$ cat src/sv/spf_pkg.sv
// ----------------------------------------------------------------------------
// spf_pkg
// Shared types and constants for the servo instruction packet framer.
// ----------------------------------------------------------------------------
package spf_pkg;

    localparam int MAX_WRITE_BYTES = 4;
    localparam int DATA_FIELDS     = 4;
    localparam int WRITE_LIMIT_RAW = (MAX_WRITE_BYTES < DATA_FIELDS) ? MAX_WRITE_BYTES
                                                                      : DATA_FIELDS;
    localparam int WRITE_LIMIT     = (WRITE_LIMIT_RAW < 1) ? 1 : WRITE_LIMIT_RAW;
    localparam int DATA_SEL_W      = $clog2(DATA_FIELDS);

    localparam int QUEUE_DEPTH     = 2;
    localparam int QUEUE_PTR_W     = $clog2(QUEUE_DEPTH);
    localparam int QUEUE_CNT_W     = $clog2(QUEUE_DEPTH + 1);

    localparam logic [7:0] SYNC_BYTE      = 8'hFF;
    localparam logic [7:0] READ_LEN_BYTE  = 8'h04;
    localparam logic [7:0] INSTR_READ     = 8'h02;
    localparam logic [7:0] INSTR_WRITE    = 8'h03;
    localparam logic [7:0] SERVO_ID_RESET = 8'h01;

    localparam logic OP_READ  = 1'b0;
    localparam logic OP_WRITE = 1'b1;

    // byte positions within a packet
    localparam logic [3:0] POS_SYNC0 = 4'd0;
    localparam logic [3:0] POS_SYNC1 = 4'd1;
    localparam logic [3:0] POS_ID    = 4'd2;
    localparam logic [3:0] POS_LEN   = 4'd3;
    localparam logic [3:0] POS_INSTR = 4'd4;
    localparam logic [3:0] POS_START = 4'd5;
    localparam logic [3:0] POS_DATA  = 4'd6;

    typedef logic [7:0] byte_t;

    typedef struct packed {
        byte_t                       servo_id;
        byte_t                       len_byte;
        byte_t                       instr;
        byte_t                       start;
        logic [DATA_FIELDS-1:0][7:0] payload;
        logic [2:0]                  count;
        byte_t                       checksum;
    } desc_t;

endpackage

$ cat src/sv/spf_req_if.sv
// ----------------------------------------------------------------------------
// spf_req_if
// Request channel: one read or write request per transfer.
// ----------------------------------------------------------------------------
interface spf_req_if;
    logic        valid;
    logic        ready;
    logic        opcode;
    logic [7:0]  start_address;
    logic [7:0]  read_length;
    logic [2:0]  data_count;
    logic [7:0]  data_0;
    logic [7:0]  data_1;
    logic [7:0]  data_2;
    logic [7:0]  data_3;

    modport source (
        output valid, opcode, start_address, read_length, data_count,
               data_0, data_1, data_2, data_3,
        input  ready
    );

    modport sink (
        input  valid, opcode, start_address, read_length, data_count,
               data_0, data_1, data_2, data_3,
        output ready
    );
endinterface

$ cat src/sv/spf_byte_if.sv
// ----------------------------------------------------------------------------
// spf_byte_if
// Packet byte channel: one packet byte per transfer.
// ----------------------------------------------------------------------------
interface spf_byte_if;
    logic       valid;
    logic       ready;
    logic [7:0] packet_byte;
    logic       last_byte;

    modport source (
        output valid, packet_byte, last_byte,
        input  ready
    );

    modport sink (
        input  valid, packet_byte, last_byte,
        output ready
    );
endinterface

$ cat src/sv/spf_front.sv
// ----------------------------------------------------------------------------
// spf_front
// Accepts requests, classifies read/write, and builds a packet descriptor
// with length, instruction, data count and checksum.
// ----------------------------------------------------------------------------
module spf_front (
    input  logic           clk,
    input  logic           rst_n,
    input  logic           cfg_we,
    input  logic [7:0]     cfg_wdata,
    spf_req_if.sink        req,
    output logic           push_valid,
    input  logic           push_ready,
    output spf_pkg::desc_t push_data
);

    spf_pkg::byte_t servo_id_reg;
    logic [2:0]     wr_count;
    spf_pkg::byte_t sum;
    spf_pkg::desc_t desc;

    always_ff @(posedge clk or negedge rst_n)
    begin
        if (!rst_n)
        begin
            servo_id_reg <= spf_pkg::SERVO_ID_RESET;
        end
        else if (cfg_we)
        begin
            servo_id_reg <= cfg_wdata;
        end
    end

    always_comb
    begin
        if (req.data_count == 3'd0)
        begin
            wr_count = 3'd1;
        end
        else if (req.data_count > 3'(spf_pkg::WRITE_LIMIT))
        begin
            wr_count = 3'(spf_pkg::WRITE_LIMIT);
        end
        else
        begin
            wr_count = req.data_count;
        end
    end

    always_comb
    begin
        desc          = '0;
        desc.servo_id = servo_id_reg;
        desc.start    = req.start_address;
        if (req.opcode == spf_pkg::OP_READ)
        begin
            desc.len_byte   = spf_pkg::READ_LEN_BYTE;
            desc.instr      = spf_pkg::INSTR_READ;
            desc.payload[0] = req.read_length;
            desc.count      = 3'd1;
        end
        else
        begin
            desc.len_byte   = 8'd3 + {5'd0, wr_count};
            desc.instr      = spf_pkg::INSTR_WRITE;
            desc.payload[0] = req.data_0;
            desc.payload[1] = req.data_1;
            desc.payload[2] = req.data_2;
            desc.payload[3] = req.data_3;
            desc.count      = wr_count;
        end

        sum = desc.servo_id + desc.len_byte + desc.instr + desc.start;
        for (int i = 0; i < spf_pkg::DATA_FIELDS; i++)
        begin
            if (3'(i) < desc.count)
            begin
                sum = sum + desc.payload[i];
            end
        end
        desc.checksum = ~sum;
    end

    assign push_valid = req.valid;
    assign req.ready  = push_ready;
    assign push_data  = desc;

endmodule

$ cat src/sv/spf_queue.sv
// ----------------------------------------------------------------------------
// spf_queue
// Short descriptor queue between the request front and the byte sequencer.
// ----------------------------------------------------------------------------
module spf_queue (
    input  logic           clk,
    input  logic           rst_n,
    input  logic           push_valid,
    output logic           push_ready,
    input  spf_pkg::desc_t push_data,
    output logic           pop_valid,
    input  logic           pop,
    output spf_pkg::desc_t pop_data
);

    spf_pkg::desc_t                   entry_reg [spf_pkg::QUEUE_DEPTH];
    logic [spf_pkg::QUEUE_PTR_W-1:0]  wr_ptr_reg;
    logic [spf_pkg::QUEUE_PTR_W-1:0]  wr_ptr_next;
    logic [spf_pkg::QUEUE_PTR_W-1:0]  rd_ptr_reg;
    logic [spf_pkg::QUEUE_PTR_W-1:0]  rd_ptr_next;
    logic [spf_pkg::QUEUE_CNT_W-1:0]  count_reg;
    logic [spf_pkg::QUEUE_CNT_W-1:0]  count_next;
    logic                             do_push;
    logic                             do_pop;

    assign push_ready = (count_reg != spf_pkg::QUEUE_CNT_W'(spf_pkg::QUEUE_DEPTH));
    assign pop_valid  = (count_reg != '0);
    assign pop_data   = entry_reg[rd_ptr_reg];
    assign do_push    = push_valid && push_ready;
    assign do_pop     = pop && pop_valid;

    always_comb
    begin
        wr_ptr_next = wr_ptr_reg;
        rd_ptr_next = rd_ptr_reg;
        count_next  = count_reg;
        if (do_push)
        begin
            wr_ptr_next = (wr_ptr_reg == spf_pkg::QUEUE_PTR_W'(spf_pkg::QUEUE_DEPTH - 1))
                          ? '0 : wr_ptr_reg + 1'b1;
        end
        if (do_pop)
        begin
            rd_ptr_next = (rd_ptr_reg == spf_pkg::QUEUE_PTR_W'(spf_pkg::QUEUE_DEPTH - 1))
                          ? '0 : rd_ptr_reg + 1'b1;
        end
        if (do_push && !do_pop)
        begin
            count_next = count_reg + 1'b1;
        end
        else if (do_pop && !do_push)
        begin
            count_next = count_reg - 1'b1;
        end
    end

    always_ff @(posedge clk or negedge rst_n)
    begin
        if (!rst_n)
        begin
            wr_ptr_reg <= '0;
            rd_ptr_reg <= '0;
            count_reg  <= '0;
        end
        else
        begin
            wr_ptr_reg <= wr_ptr_next;
            rd_ptr_reg <= rd_ptr_next;
            count_reg  <= count_next;
        end
    end

    always_ff @(posedge clk)
    begin
        if (do_push)
        begin
            entry_reg[wr_ptr_reg] <= push_data;
        end
    end

endmodule

$ cat src/sv/spf_back.sv
// ----------------------------------------------------------------------------
// spf_back
// Byte sequencer: walks the head descriptor one packet byte per cycle, unless
// stalled by pkt.ready low, into a registered output stage.
// ----------------------------------------------------------------------------
module spf_back (
    input  logic           clk,
    input  logic           rst_n,
    input  logic           q_valid,
    input  spf_pkg::desc_t q_data,
    output logic           q_pop,
    spf_byte_if.source     pkt
);

    logic [3:0]                     idx_reg;
    logic [3:0]                     idx_next;
    logic                           pkt_valid_reg;
    logic                           pkt_valid_next;
    spf_pkg::byte_t                 pkt_byte_reg;
    logic                           pkt_last_reg;
    logic                           advance;
    logic                           fire;
    logic                           at_last;
    logic [3:0]                     last_pos;
    logic [spf_pkg::DATA_SEL_W-1:0] data_sel;
    spf_pkg::byte_t                 cur_byte;

    assign advance  = !pkt_valid_reg || pkt.ready;
    assign fire     = advance && q_valid;
    assign last_pos = spf_pkg::POS_DATA + {1'b0, q_data.count};
    assign at_last  = (idx_reg == last_pos);
    assign data_sel = spf_pkg::DATA_SEL_W'(idx_reg - spf_pkg::POS_DATA);
    assign q_pop    = fire && at_last;

    always_comb
    begin
        case (idx_reg)
            spf_pkg::POS_SYNC0: cur_byte = spf_pkg::SYNC_BYTE;
            spf_pkg::POS_SYNC1: cur_byte = spf_pkg::SYNC_BYTE;
            spf_pkg::POS_ID:    cur_byte = q_data.servo_id;
            spf_pkg::POS_LEN:   cur_byte = q_data.len_byte;
            spf_pkg::POS_INSTR: cur_byte = q_data.instr;
            spf_pkg::POS_START: cur_byte = q_data.start;
            default:            cur_byte = at_last ? q_data.checksum
                                                   : q_data.payload[data_sel];
        endcase
    end

    always_comb
    begin
        idx_next       = idx_reg;
        pkt_valid_next = pkt_valid_reg;
        if (fire)
        begin
            idx_next       = at_last ? spf_pkg::POS_SYNC0 : idx_reg + 4'd1;
            pkt_valid_next = 1'b1;
        end
        else if (advance)
        begin
            pkt_valid_next = 1'b0;
        end
    end

    always_ff @(posedge clk or negedge rst_n)
    begin
        if (!rst_n)
        begin
            idx_reg       <= spf_pkg::POS_SYNC0;
            pkt_valid_reg <= 1'b0;
        end
        else
        begin
            idx_reg       <= idx_next;
            pkt_valid_reg <= pkt_valid_next;
        end
    end

    always_ff @(posedge clk)
    begin
        if (fire)
        begin
            pkt_byte_reg <= cur_byte;
            pkt_last_reg <= at_last;
        end
    end

    assign pkt.valid       = pkt_valid_reg;
    assign pkt.packet_byte = pkt_byte_reg;
    assign pkt.last_byte   = pkt_last_reg;

endmodule

$ cat src/sv/servo_instruction_packet_framer_top.sv
// ----------------------------------------------------------------------------
// servo_instruction_packet_framer_top
// Builds serial servo instruction packets from read/write requests.
// ----------------------------------------------------------------------------
// A read request yields the 8-byte packet FF FF id 04 02 start length chk, a
// write request FF FF id 3+n 03 start data.. chk (n = 1..4, 0 taken as 1),
// one byte per transfer with last_byte set on the checksum. The byte
// sequencer emits one byte per cycle unless stalled by pkt.ready low, and
// packets follow each other with no gap. A two-entry descriptor queue lets
// requests be accepted while the previous packet is still going out.
// servo_id resets to 1 and is sampled when a request is accepted.
module servo_instruction_packet_framer_top (
    input  logic       clk,
    input  logic       rst_n,
    input  logic       cfg_we,
    input  logic [7:0] cfg_wdata,
    spf_req_if.sink    req,
    spf_byte_if.source pkt
);

    logic           push_valid;
    logic           push_ready;
    spf_pkg::desc_t push_data;
    logic           q_valid;
    logic           q_pop;
    spf_pkg::desc_t q_data;

    spf_front u_front (
        .clk        (clk),
        .rst_n      (rst_n),
        .cfg_we     (cfg_we),
        .cfg_wdata  (cfg_wdata),
        .req        (req),
        .push_valid (push_valid),
        .push_ready (push_ready),
        .push_data  (push_data)
    );

    spf_queue u_queue (
        .clk        (clk),
        .rst_n      (rst_n),
        .push_valid (push_valid),
        .push_ready (push_ready),
        .push_data  (push_data),
        .pop_valid  (q_valid),
        .pop        (q_pop),
        .pop_data   (q_data)
    );

    spf_back u_back (
        .clk     (clk),
        .rst_n   (rst_n),
        .q_valid (q_valid),
        .q_data  (q_data),
        .q_pop   (q_pop),
        .pkt     (pkt)
    );

endmodule

$ cat src/flat_wrapper.sv
// flat-port wrapper written by rule: the top's interface ports become plain ports
module servo_instruction_packet_framer_top_flat 
  (clk, rst_n, cfg_we, cfg_wdata, req_valid, req_opcode, req_start_address, req_read_length, req_data_count, req_data_0, req_data_1, req_data_2, req_data_3, req_ready, pkt_valid, pkt_packet_byte, pkt_last_byte, pkt_ready);
  spf_req_if req_i ();
  spf_byte_if pkt_i ();
  input  logic clk;
  input  logic rst_n;
  input  logic cfg_we;
  input  logic [7:0] cfg_wdata;
  input wire logic [$bits(req_i.valid)-1:0] req_valid;
  input wire logic [$bits(req_i.opcode)-1:0] req_opcode;
  input wire logic [$bits(req_i.start_address)-1:0] req_start_address;
  input wire logic [$bits(req_i.read_length)-1:0] req_read_length;
  input wire logic [$bits(req_i.data_count)-1:0] req_data_count;
  input wire logic [$bits(req_i.data_0)-1:0] req_data_0;
  input wire logic [$bits(req_i.data_1)-1:0] req_data_1;
  input wire logic [$bits(req_i.data_2)-1:0] req_data_2;
  input wire logic [$bits(req_i.data_3)-1:0] req_data_3;
  output wire logic [$bits(req_i.ready)-1:0] req_ready;
  output wire logic [$bits(pkt_i.valid)-1:0] pkt_valid;
  output wire logic [$bits(pkt_i.packet_byte)-1:0] pkt_packet_byte;
  output wire logic [$bits(pkt_i.last_byte)-1:0] pkt_last_byte;
  input wire logic [$bits(pkt_i.ready)-1:0] pkt_ready;
  assign req_i.valid = req_valid;
  assign req_i.opcode = req_opcode;
  assign req_i.start_address = req_start_address;
  assign req_i.read_length = req_read_length;
  assign req_i.data_count = req_data_count;
  assign req_i.data_0 = req_data_0;
  assign req_i.data_1 = req_data_1;
  assign req_i.data_2 = req_data_2;
  assign req_i.data_3 = req_data_3;
  assign req_ready = req_i.ready;
  assign pkt_valid = pkt_i.valid;
  assign pkt_packet_byte = pkt_i.packet_byte;
  assign pkt_last_byte = pkt_i.last_byte;
  assign pkt_i.ready = pkt_ready;
  servo_instruction_packet_framer_top u_core (.clk(clk), .rst_n(rst_n), .cfg_we(cfg_we), .cfg_wdata(cfg_wdata), .req(req_i), .pkt(pkt_i));
endmodule
$ cat config.mk
export PLATFORM = sky130hd
export DESIGN_NAME = servo_instruction_packet_framer_top_flat
export DESIGN_NICKNAME = d
export VERILOG_FILES = /design/src/sv/spf_pkg.sv /design/src/sv/spf_req_if.sv /design/src/sv/spf_byte_if.sv /design/src/sv/spf_front.sv /design/src/sv/spf_queue.sv /design/src/sv/spf_back.sv /design/src/sv/servo_instruction_packet_framer_top.sv /design/src/flat_wrapper.sv
export SDC_FILE = /design/constraint.sdc
export NUM_CORES = 1
export LEC_CHECK = 0
export BUFFER_PORTS_ARGS = -buffer_cell sky130_fd_sc_hd__buf_4
export CORE_AREA = 2 2 184 186
export DETAILED_ROUTE_END_ITERATION = 7
export DIE_AREA = 0 0 186 188
export GPL_ROUTABILITY_DRIVEN = 0
export SLEW_MARGIN = 20
export SYNTH_ARGS = -nofsm -noshare
export SYNTH_HDL_FRONTEND = slang
export SYNTH_SLANG_ARGS = --single-unit
$ cat constraint.sdc
create_clock -name clk -period 7.75 [get_ports clk]
set_input_delay 1.1625 -clock clk [delete_from_list [all_inputs] [get_ports clk]]
set_output_delay 1.1625 -clock clk [all_outputs]
set_load 0.02 [all_outputs]
---- After elaboration in Yosys (flattened, before gate mapping) ----
Memory sizes are Yosys's and may differ from the RTL's.
Cells that the tools add are included.
cells by class
  add/sub/neg operators ................... 15
  magnitude comparators ................... 6
  equality and inequality tests ........... 7
  muxes and demuxes ....................... 22
  bitwise operators ....................... 1
  reduce and logical (&&, ||, !) cells .... 16
operators with widths
  cell                                                       count
  adder 8 bit                                                7
  two-way mux 8 bit                                          6
  case mux 8 bit (5 select lines)                            1
  two-way mux 24 bit                                         1
  binary-select mux 8 bit (select 2 bit)                     1
  two-way mux 12 bit                                         1
  two-way mux 11 bit                                         1
  equality test 4 x 2 -> 1 bit, second input constant        2
  equality test 4 x 3 -> 1 bit, second input constant        2
  NOT 8 bit                                                  1
  logical AND 1 bit                                          6
  less-than comparator 1 x 3 -> 1 bit, first input constant  2
  less-than comparator 2 x 3 -> 1 bit, first input constant  2
  two-way mux 1 bit                                          6
  two-way mux 3 bit                                          2
  nonzero test 2 bit                                         3
  adder 2 x 3 -> 4 bit, first input constant                 1
  adder 3 x 3 -> 4 bit, first input constant                 1
  adder 4 x 1 -> 4 bit, second input constant                1
  equality test 4 x 1 -> 1 bit, second input constant        1
  equality test 4 bit                                        1
  zero test 4 bit                                            1
  two-way mux 2 bit                                          2
  two-way mux 4 bit                                          1
  other kinds (11)                                           14
word-level totals
  flip-flop bits (word level) ............. 26
  RAM bits ................................ 142
  input bits .............................. 65
  output and inout bits ................... 11
  logic and storage cells ................. 76
  memories kept ........................... 1
memory list
  name                      words  bits a word  rd ports  clocked after Yosys merged registers in  wr ports  line             source
  u_core.u_queue.entry_reg  2      71           1         0                                        1         spf_queue.sv:16  spf_pkg::desc_t entry_reg [spf_pkg::QUEUE_DEPTH];

---- Logic depth before layout (Yosys ltp) ----
Gate-level depths: netlist of run 1.
  depth in word-level cells ............... 17
  depth in mapped cells ................... 31
  mapped depth without buffers ............ 31

---- Hierarchy ----
A second synthesis of run 1 with hierarchy kept.
second synthesis, totals
  cells, all modules ...................... 683
  area total of the unflattened synthesis .. 9511.6 µm²
modules (own cells, without submodules)
  module     times used  cells an instance  area each (µm²)  sequential area each (µm²)
  spf_queue  1           251                5760.5           4604.4
  spf_front  1           311                2536.2           201.4
  spf_back   1           121                1214.9           395.4

---- Worst setup path after synthesis of run 1 ----
OpenSTA, ideal clock, no wires.
  path kind ............................... input-to-reg
  from .................................... input req_data_count[0]
  to ...................................... memory u_core.u_queue.entry_reg[0][7] in the netlist's numbering (data pin)
  setup time .............................. 0.264 ns
  arrival time ............................ 6.860 ns
  data required time ...................... 7.486 ns
  path slack .............................. 0.625 ns
  stages .................................. 30
  buffers on the path ..................... 0
  cells stage by stage .................... inv_1 > a21o_1 > ha_1 > nand2b_1 > ha_1 > fa_1 > inv_1 > ha_1 > fa_1 > xor2_1 > ha_1 > xnor2_1 > ha_1 > o21ai_0 > nor2_1 > o31ai_1 > ha_1 > o21ai_0 > nand2b_1 > a21o_1 > a21oi_1 > xnor2_1 > mux2_2 > ha_1 > or3_1 > o22ai_1 > xor2_1 > nor2_1 > xnor2_1 > xnor2_1
RTL lines
  what             line                source
  start, declared  flat_wrapper.sv:14  input wire logic [$bits(req_i.data_count)-1:0] req_data_count;
  end, declared    spf_queue.sv:16

==> metrics.cfg, run 1 <==
[synth]
syn_area_per_cell_um2 = 13.4
syn_inst = 611
netlist_area_um2 = 8180
synthFlopType = edfxtp_1
yosys_warnings = 0
ys_seq_elements = 154
synthDistinctLibCells = 47
synth_edf_count = 137
async_flop_share_pct = 11.0
seq_area_frac_synth_pct = 55.5

[pwr]
power_mw = 4.31
seq_power_share_pct = 31.1
switching_share_pct = 38.4
p_per_area_nw_per_um2 = 436
intPower_mw = 2.66
p_leak_nw = 3.85
clockPowerShare_pct = 20.4
ir_worst_vdd_v = 0.000205
power_switching_mw = 1.65
p_comb_share_pct = 48.5

[hold_path]
min_from = u_core.u_front.servo_id_reg[1]$_DFFE_PN0P_
hold_path_class = register to register

[timing]
rsz0062_at_grt = no
worst_pin_slew_ns = 0.912
setup_viol = 0
fin_worst_skew_ns = 0.00829
fmax_ghz = 0.136
hold_viol = 0
period_needed_ns = 7.37
slew_headroom_pct = 39.2
period_share_pct = 95.1
slew_viol_final = 0
tns_ns = 0

[finish]
ff_latch_area_um2 = 4540
n_fill_cell = 3341
final_cell_area_um2 = 9890
syn_to_final_growth_pct = 21.0
drive_gt1_share_pct = 23.8
fin_cells = 1151
diodes = 0
largest_reg_flops = 128
utilization_pct = 29.9
multi_input_area_um2 = 3420
nets = 815

[worst_setup_path]
critPathCaptureType = register
arrival_ns = 7.53
startpoint_type = input port
crit_buf_inv = 2
slowest_stage = fa_1
crit_start = req_data_count[2]
critPathTopFamily = adder cells
critPathRequiredTime_ns = 7.91
cp_common_cell = ha_1
slowest_delay_ns = 0.50
crit_type = input port to register
critical_path.max_fanout = 6
reg2reg_from = u_core.u_front.servo_id_reg[2]$_DFFE_PN0P_

[floorplan]
die-width_um = 186
initial_core_util_pct = 24.7
core_region_area_um2 = 33100
fp-row-count = 67
die_h_um = 188
pin_count = 76
dieArea_um2 = 35000

[global_routing]
grt_usage_pct = 11.3
grt_pass1_wl_um = 29300
grt_pass1_vias = 5153
antenna_found_initial = 0
grt_overflow = 0
grt_start_max_net_pins = 65

[clock_tree]
cts_sinks = 154
cts_setup_buffers = 0
tritoncts = yes
htreeDepth = 4
postCtsHoldBufs = 0
clk_latency_ns = 0.42
cts_root_buf = clkbuf_16
numCtsBuffers = 17
clkSlewWorstSetupHoldPaths_ns = 0.07
clk_path_buf_depth = 2
cts_resized = 0

[placed_design]
place_area_um2 = 9270
port_buffers = 75
dp.cells = 1119
dp_hpwl_um = 14100

[route]
num_vias = 5018
drtPass1Iterations = 4
via_per_inst = 4.36
wl_per_cell_um = 16.6
detail-route-antenna-nets = 0
drc = 0
routed_wl_um = 19100
first_iter_violations = 321

[job]
maxCapViolCount = 0

[run_status]
status = finished clean

==> synthesized netlist by cell type, types with 14 or more instances <==
| cell | n | area share, % |
|---|---|---|
| xnor2_1 | 29 | 3.1 |
| inv_1 | 35 | 1.6 |
| dfrtp_1 | 16 | 4.9 |
| nor2_1 | 31 | 1.4 |
| o21ai_0 | 35 | 2.1 |
| a21oi_1 | 22 | 1.3 |
| mux2_2 | 26 | 3.6 |
| and2_1 | 21 | 1.6 |
| edfxtp_1 | 137 | 50 |
| mux4_2 | 16 | 4.4 |
| mux2i_1 | 26 | 3.2 |
| ha_1 | 51 | 7.8 |
| xor2_1 | 14 | 1.5 |
| nand2_1 | 31 | 1.4 |
==> cells in the final DEF, fill, tap and decap left out, drive strengths merged, types with 3 or more instances in the layout <==
master  Yosys  routed
a211oi      7       7
a21o       12      12
a21oi      23      23
a221oi      4       4
a22oi       5       5
and2       21      21
buf        10      82
bufinv      0       3
clkbuf     13      17
clkinv      0       3
conb        2       3
dfrtp      16      16
edfxtp    137     137
fa          9       9
ha         51      51
inv        35      43
mux2       28      28
mux2i      26      26
mux4       16      16
nand2      31      31
nand2b     11      11
nor2       32      32
nor2b       7       7
nor3        3       3
o21ai      39      39
o21bai      3       3
o22ai       9       9
xnor2      29      29
xor2       14      14
==> path summary, 6_finish.rpt <==
check / cells after the start / slack [ns] / end
max: 30 / 0.38 / u_core.u_queue.entry_reg[1][7]$_DFFE_PP_
min: 0 / 0.49 / u_core.u_queue.entry_reg[0][64]$_DFFE_PP_
max reg2reg: 24 / 1.63 / u_core.u_queue.entry_reg[1][7]$_DFFE_PP_
min reg2reg: 0 / 0.49 / u_core.u_queue.entry_reg[0][64]$_DFFE_PP_
max in group asynchronous: 1 / 6.88 / u_core.u_front.servo_id_reg[0]$_DFFE_PN1P_
min in group asynchronous: 1 / 0.61 / u_core.u_back.idx_reg[0]$_DFFE_PN0P_
==> cell families (layout without fill, tap and decap cells) <==
group,count (synthesis),count (layout),synth area share [%]
flops,154,154,55.5
compound gates,112,112,8.62
simple gates,112,112,6.69
mux,70,70,11.5
fa+ha+maj,60,60,10.0
buf+inv,58,149,2.91
xor+xnor,43,43,4.61
other cells,2,3,0.0919
==> power by group through the flow <==
stage / Sequential (mW) / Clock, mW / Combinational, mW
after detailed placement: 1.36 / 0 / 2.08
final: 1.34 / 0.882 / 2.09
after CTS: 1.34 / 0.896 / 2.10
after global routing: 1.37 / 0.928 / 2.31
after floorplan: 1.34 / 0 / 1.54
after global placement: 1.35 / 0 / 2.04
==> metal layers <==
metal	part of all wire [%]	global-route usage, %	vias to the layer above	wire length, um
li1	-	-	2416	-
met5	0	0	-	0
met1	46	14.7	2490	8790
met3	2.8	1.83	23	526
met2	49	18.8	89	9440
met4	1.9	4.21	0	367
==> metrics by stage <==
step	hold slack [ns]	setup WS (ns)
floorplan	0.442	0.625
global placement	0.455	-0.0405
detailed placement	0.463	-0.102
CTS	0.476	0.307
global route	0.495	0.0325
finish	0.490	0.380
==> final cells by class <==
cell class / count / share of cell area, %
tap: 448 / 5.67
timing repair buffer: 82 / 6.22
clock inverter: 15 / 2.04
clock buffer: 17 / 4.30
multi-input combinational: 400 / 34.5
sequential: 154 / 45.9
inverter: 35 / 1.33
Power figures use the tool's default switching activity.
==> run 2, diff against run 1 <==
ABC_CLOCK_PERIOD_IN_PS = 7750   (was not set)
RECOVER_POWER = 25   (was not set)
==> metrics.cfg, run 2 (synthesized netlist as in run 1, its figures left out) <==
[timing]
fin_worst_skew_ns = 0.00737
period_needed_ns = 7.36
fin_ws_ns = 0.389
fmax_ghz = 0.136
period_share_pct = 95.0
tns_ns = 0
hold_viol = 0
slew_viol_final = 0
slew_headroom_pct = 28.1
setup_viol = 0
worst_pin_slew_ns = 1.08
rsz0062_at_grt = no

[finish]
diodes = 0
fin_cells = 1151
final_common_cell = edfxtp_1
most-common-layout-cells = 137 x edfxtp_1, 69 x buf_4, 51 x ha_1
drive_gt1_share_pct = 21.8
nets = 815
largest_reg_flops = 128
syn_to_final_growth_pct = 20.4

[floorplan]
die_h_um = 188
initial_core_util_pct = 24.7
fp-row-count = 67
die-width_um = 186
core_region_area_um2 = 33100
dieArea_um2 = 35000
pin_count = 76

[route]
drc = 0
via_per_inst = 4.36
first_iter_violations = 279
routed_wl_um = 19000
drtPass1Iterations = 5
num_vias = 5018
wl_per_cell_um = 16.5
detail-route-antenna-nets = 0

[worst_setup_path]
slowest_delay_ns = 0.50
r2r_slack_ns = 1.63
crit_buf_inv = 2
cp_common_cell = ha_1
worst-path-stages = 30
reg2reg_from = u_core.u_front.servo_id_reg[2]$_DFFE_PN0P_
crit_start = req_data_count[2]
timing.rr.end = u_core.u_queue.entry_reg[1][7]$_DFFE_PP_
crit_type = input port to register
arrival_ns = 7.52
critical_path.max_fanout = 6
critPathCaptureType = register
slowest_stage = fa_1
cp-endpoint = u_core.u_queue.entry_reg[1][7]$_DFFE_PP_
critPathTopFamily = adder cells
r2r_cells = 24
critPathRequiredTime_ns = 7.91
startpoint_type = input port

[pwr]
p_per_area_nw_per_um2 = 438
clockPowerShare_pct = 20.4
ir_worst_vdd_v = 0.000205
switching_share_pct = 38.4
p_leak_nw = 3.80
power_switching_mw = 1.65
seq_power_share_pct = 31.1
p_comb_share_pct = 48.4
intPower_mw = 2.66

[global_routing]
grt_pass1_wl_um = 29300
grt_pass1_vias = 5153
antenna_found_initial = 0
gr-usage-met2_pct = 18.8
met3_usage_pct = 1.83
grt_overflow = 0
grt.busiest_layer = met2
grt_start_max_net_pins = 65
grt_usage_pct = 11.3
grt_util_met1_pct = 14.7

[clock_tree]
cts_setup_buffers = 0
numCtsBuffers = 17
clkSlewWorstSetupHoldPaths_ns = 0.07
cts_sinks = 154
cts_root_buf = clkbuf_16
tritoncts = yes
htreeDepth = 4
clk_path_buf_depth = 2
clk_latency_ns = 0.42

[placed_design]
dp_hpwl_um = 14100
dp.cells = 1119
pre_cts_ws_ns = -0.102
port_buffers = 75

[job]
maxCapViolCount = 0

[run_status]
status = finished clean

[hold_path]
hold_path_class = register to register

==> run 2: timing repair <==
item                                    4_1_cts  5_1_grt
gates resized for setup                       0        2
hold endpoints to repair                      0        0
endpoints found under the setup margin        0        4
hold buffers                                  0        0
==> run 2: power by group through the flow <==
stage / combinational, mW / sequential (mW) / clock, mW
detailed placement: 2.08 / 1.36 / 0
global route: 2.31 / 1.37 / 0.928
CTS: 2.10 / 1.34 / 0.896
finish: 2.09 / 1.34 / 0.881
floorplan: 1.54 / 1.34 / 0
global placement: 2.04 / 1.35 / 0
==> run 2: metrics by stage <==
step	total power [mW]	utilization (%)	hold WS [ns]	area (um2)
global placement	3.40	28.0	0.455	9270
finish	4.31	29.7	0.493	9850
detailed placement	3.44	28.0	0.463	9270
global route	4.60	29.7	0.495	9850
CTS	4.34	29.9	0.476	9890
floorplan	2.88	-	0.442	8180
==> run 2: per-layer routing <==
| layer | up-vias | share of wire [%] |
|---|---|---|
| met2 | 95 | 50 |
| met4 | 0 | 1.9 |
| met3 | 22 | 2.9 |
| met5 | - | 0 |
| met1 | 2488 | 46 |
| li1 | 2413 | - |
==> run 2: area by class of cell <==
class	instances	area [um2]
inverters	35	131
multi-input cells	400	3410
flip-flops and latches	154	4540
clock inverters	15	201
fillers	3345	23300
repair buffers	82	571
well taps	448	561
clock buffers	17	425
==> run 2: worst min-delay path by stage <==
| stage | from | endpoint | slack, ns | cells after the start |
|---|---|---|---|---|
| 2_1_floorplan | u_core.u_front.servo_id_reg[1]$_DFFE_PN0P_ | u_core.u_queue.entry_reg[0][64]$_DFFE_PP_ | 0.44 | 0 |
| 3_3_place_gp | u_core.u_front.servo_id_reg[1]$_DFFE_PN0P_ | u_core.u_queue.entry_reg[0][64]$_DFFE_PP_ | 0.46 | 0 |
| 3_5_place_dp | u_core.u_front.servo_id_reg[1]$_DFFE_PN0P_ | u_core.u_queue.entry_reg[1][64]$_DFFE_PP_ | 0.46 | 0 |
| 4_1_cts | u_core.u_front.servo_id_reg[1]$_DFFE_PN0P_ | u_core.u_queue.entry_reg[0][64]$_DFFE_PP_ | 0.48 | 0 |
| 5_1_grt | u_core.u_front.servo_id_reg[1]$_DFFE_PN0P_ | u_core.u_queue.entry_reg[0][64]$_DFFE_PP_ | 0.50 | 0 |
| 6_report | u_core.u_front.servo_id_reg[1]$_DFFE_PN0P_ | u_core.u_queue.entry_reg[0][64]$_DFFE_PP_ | 0.49 | 0 |
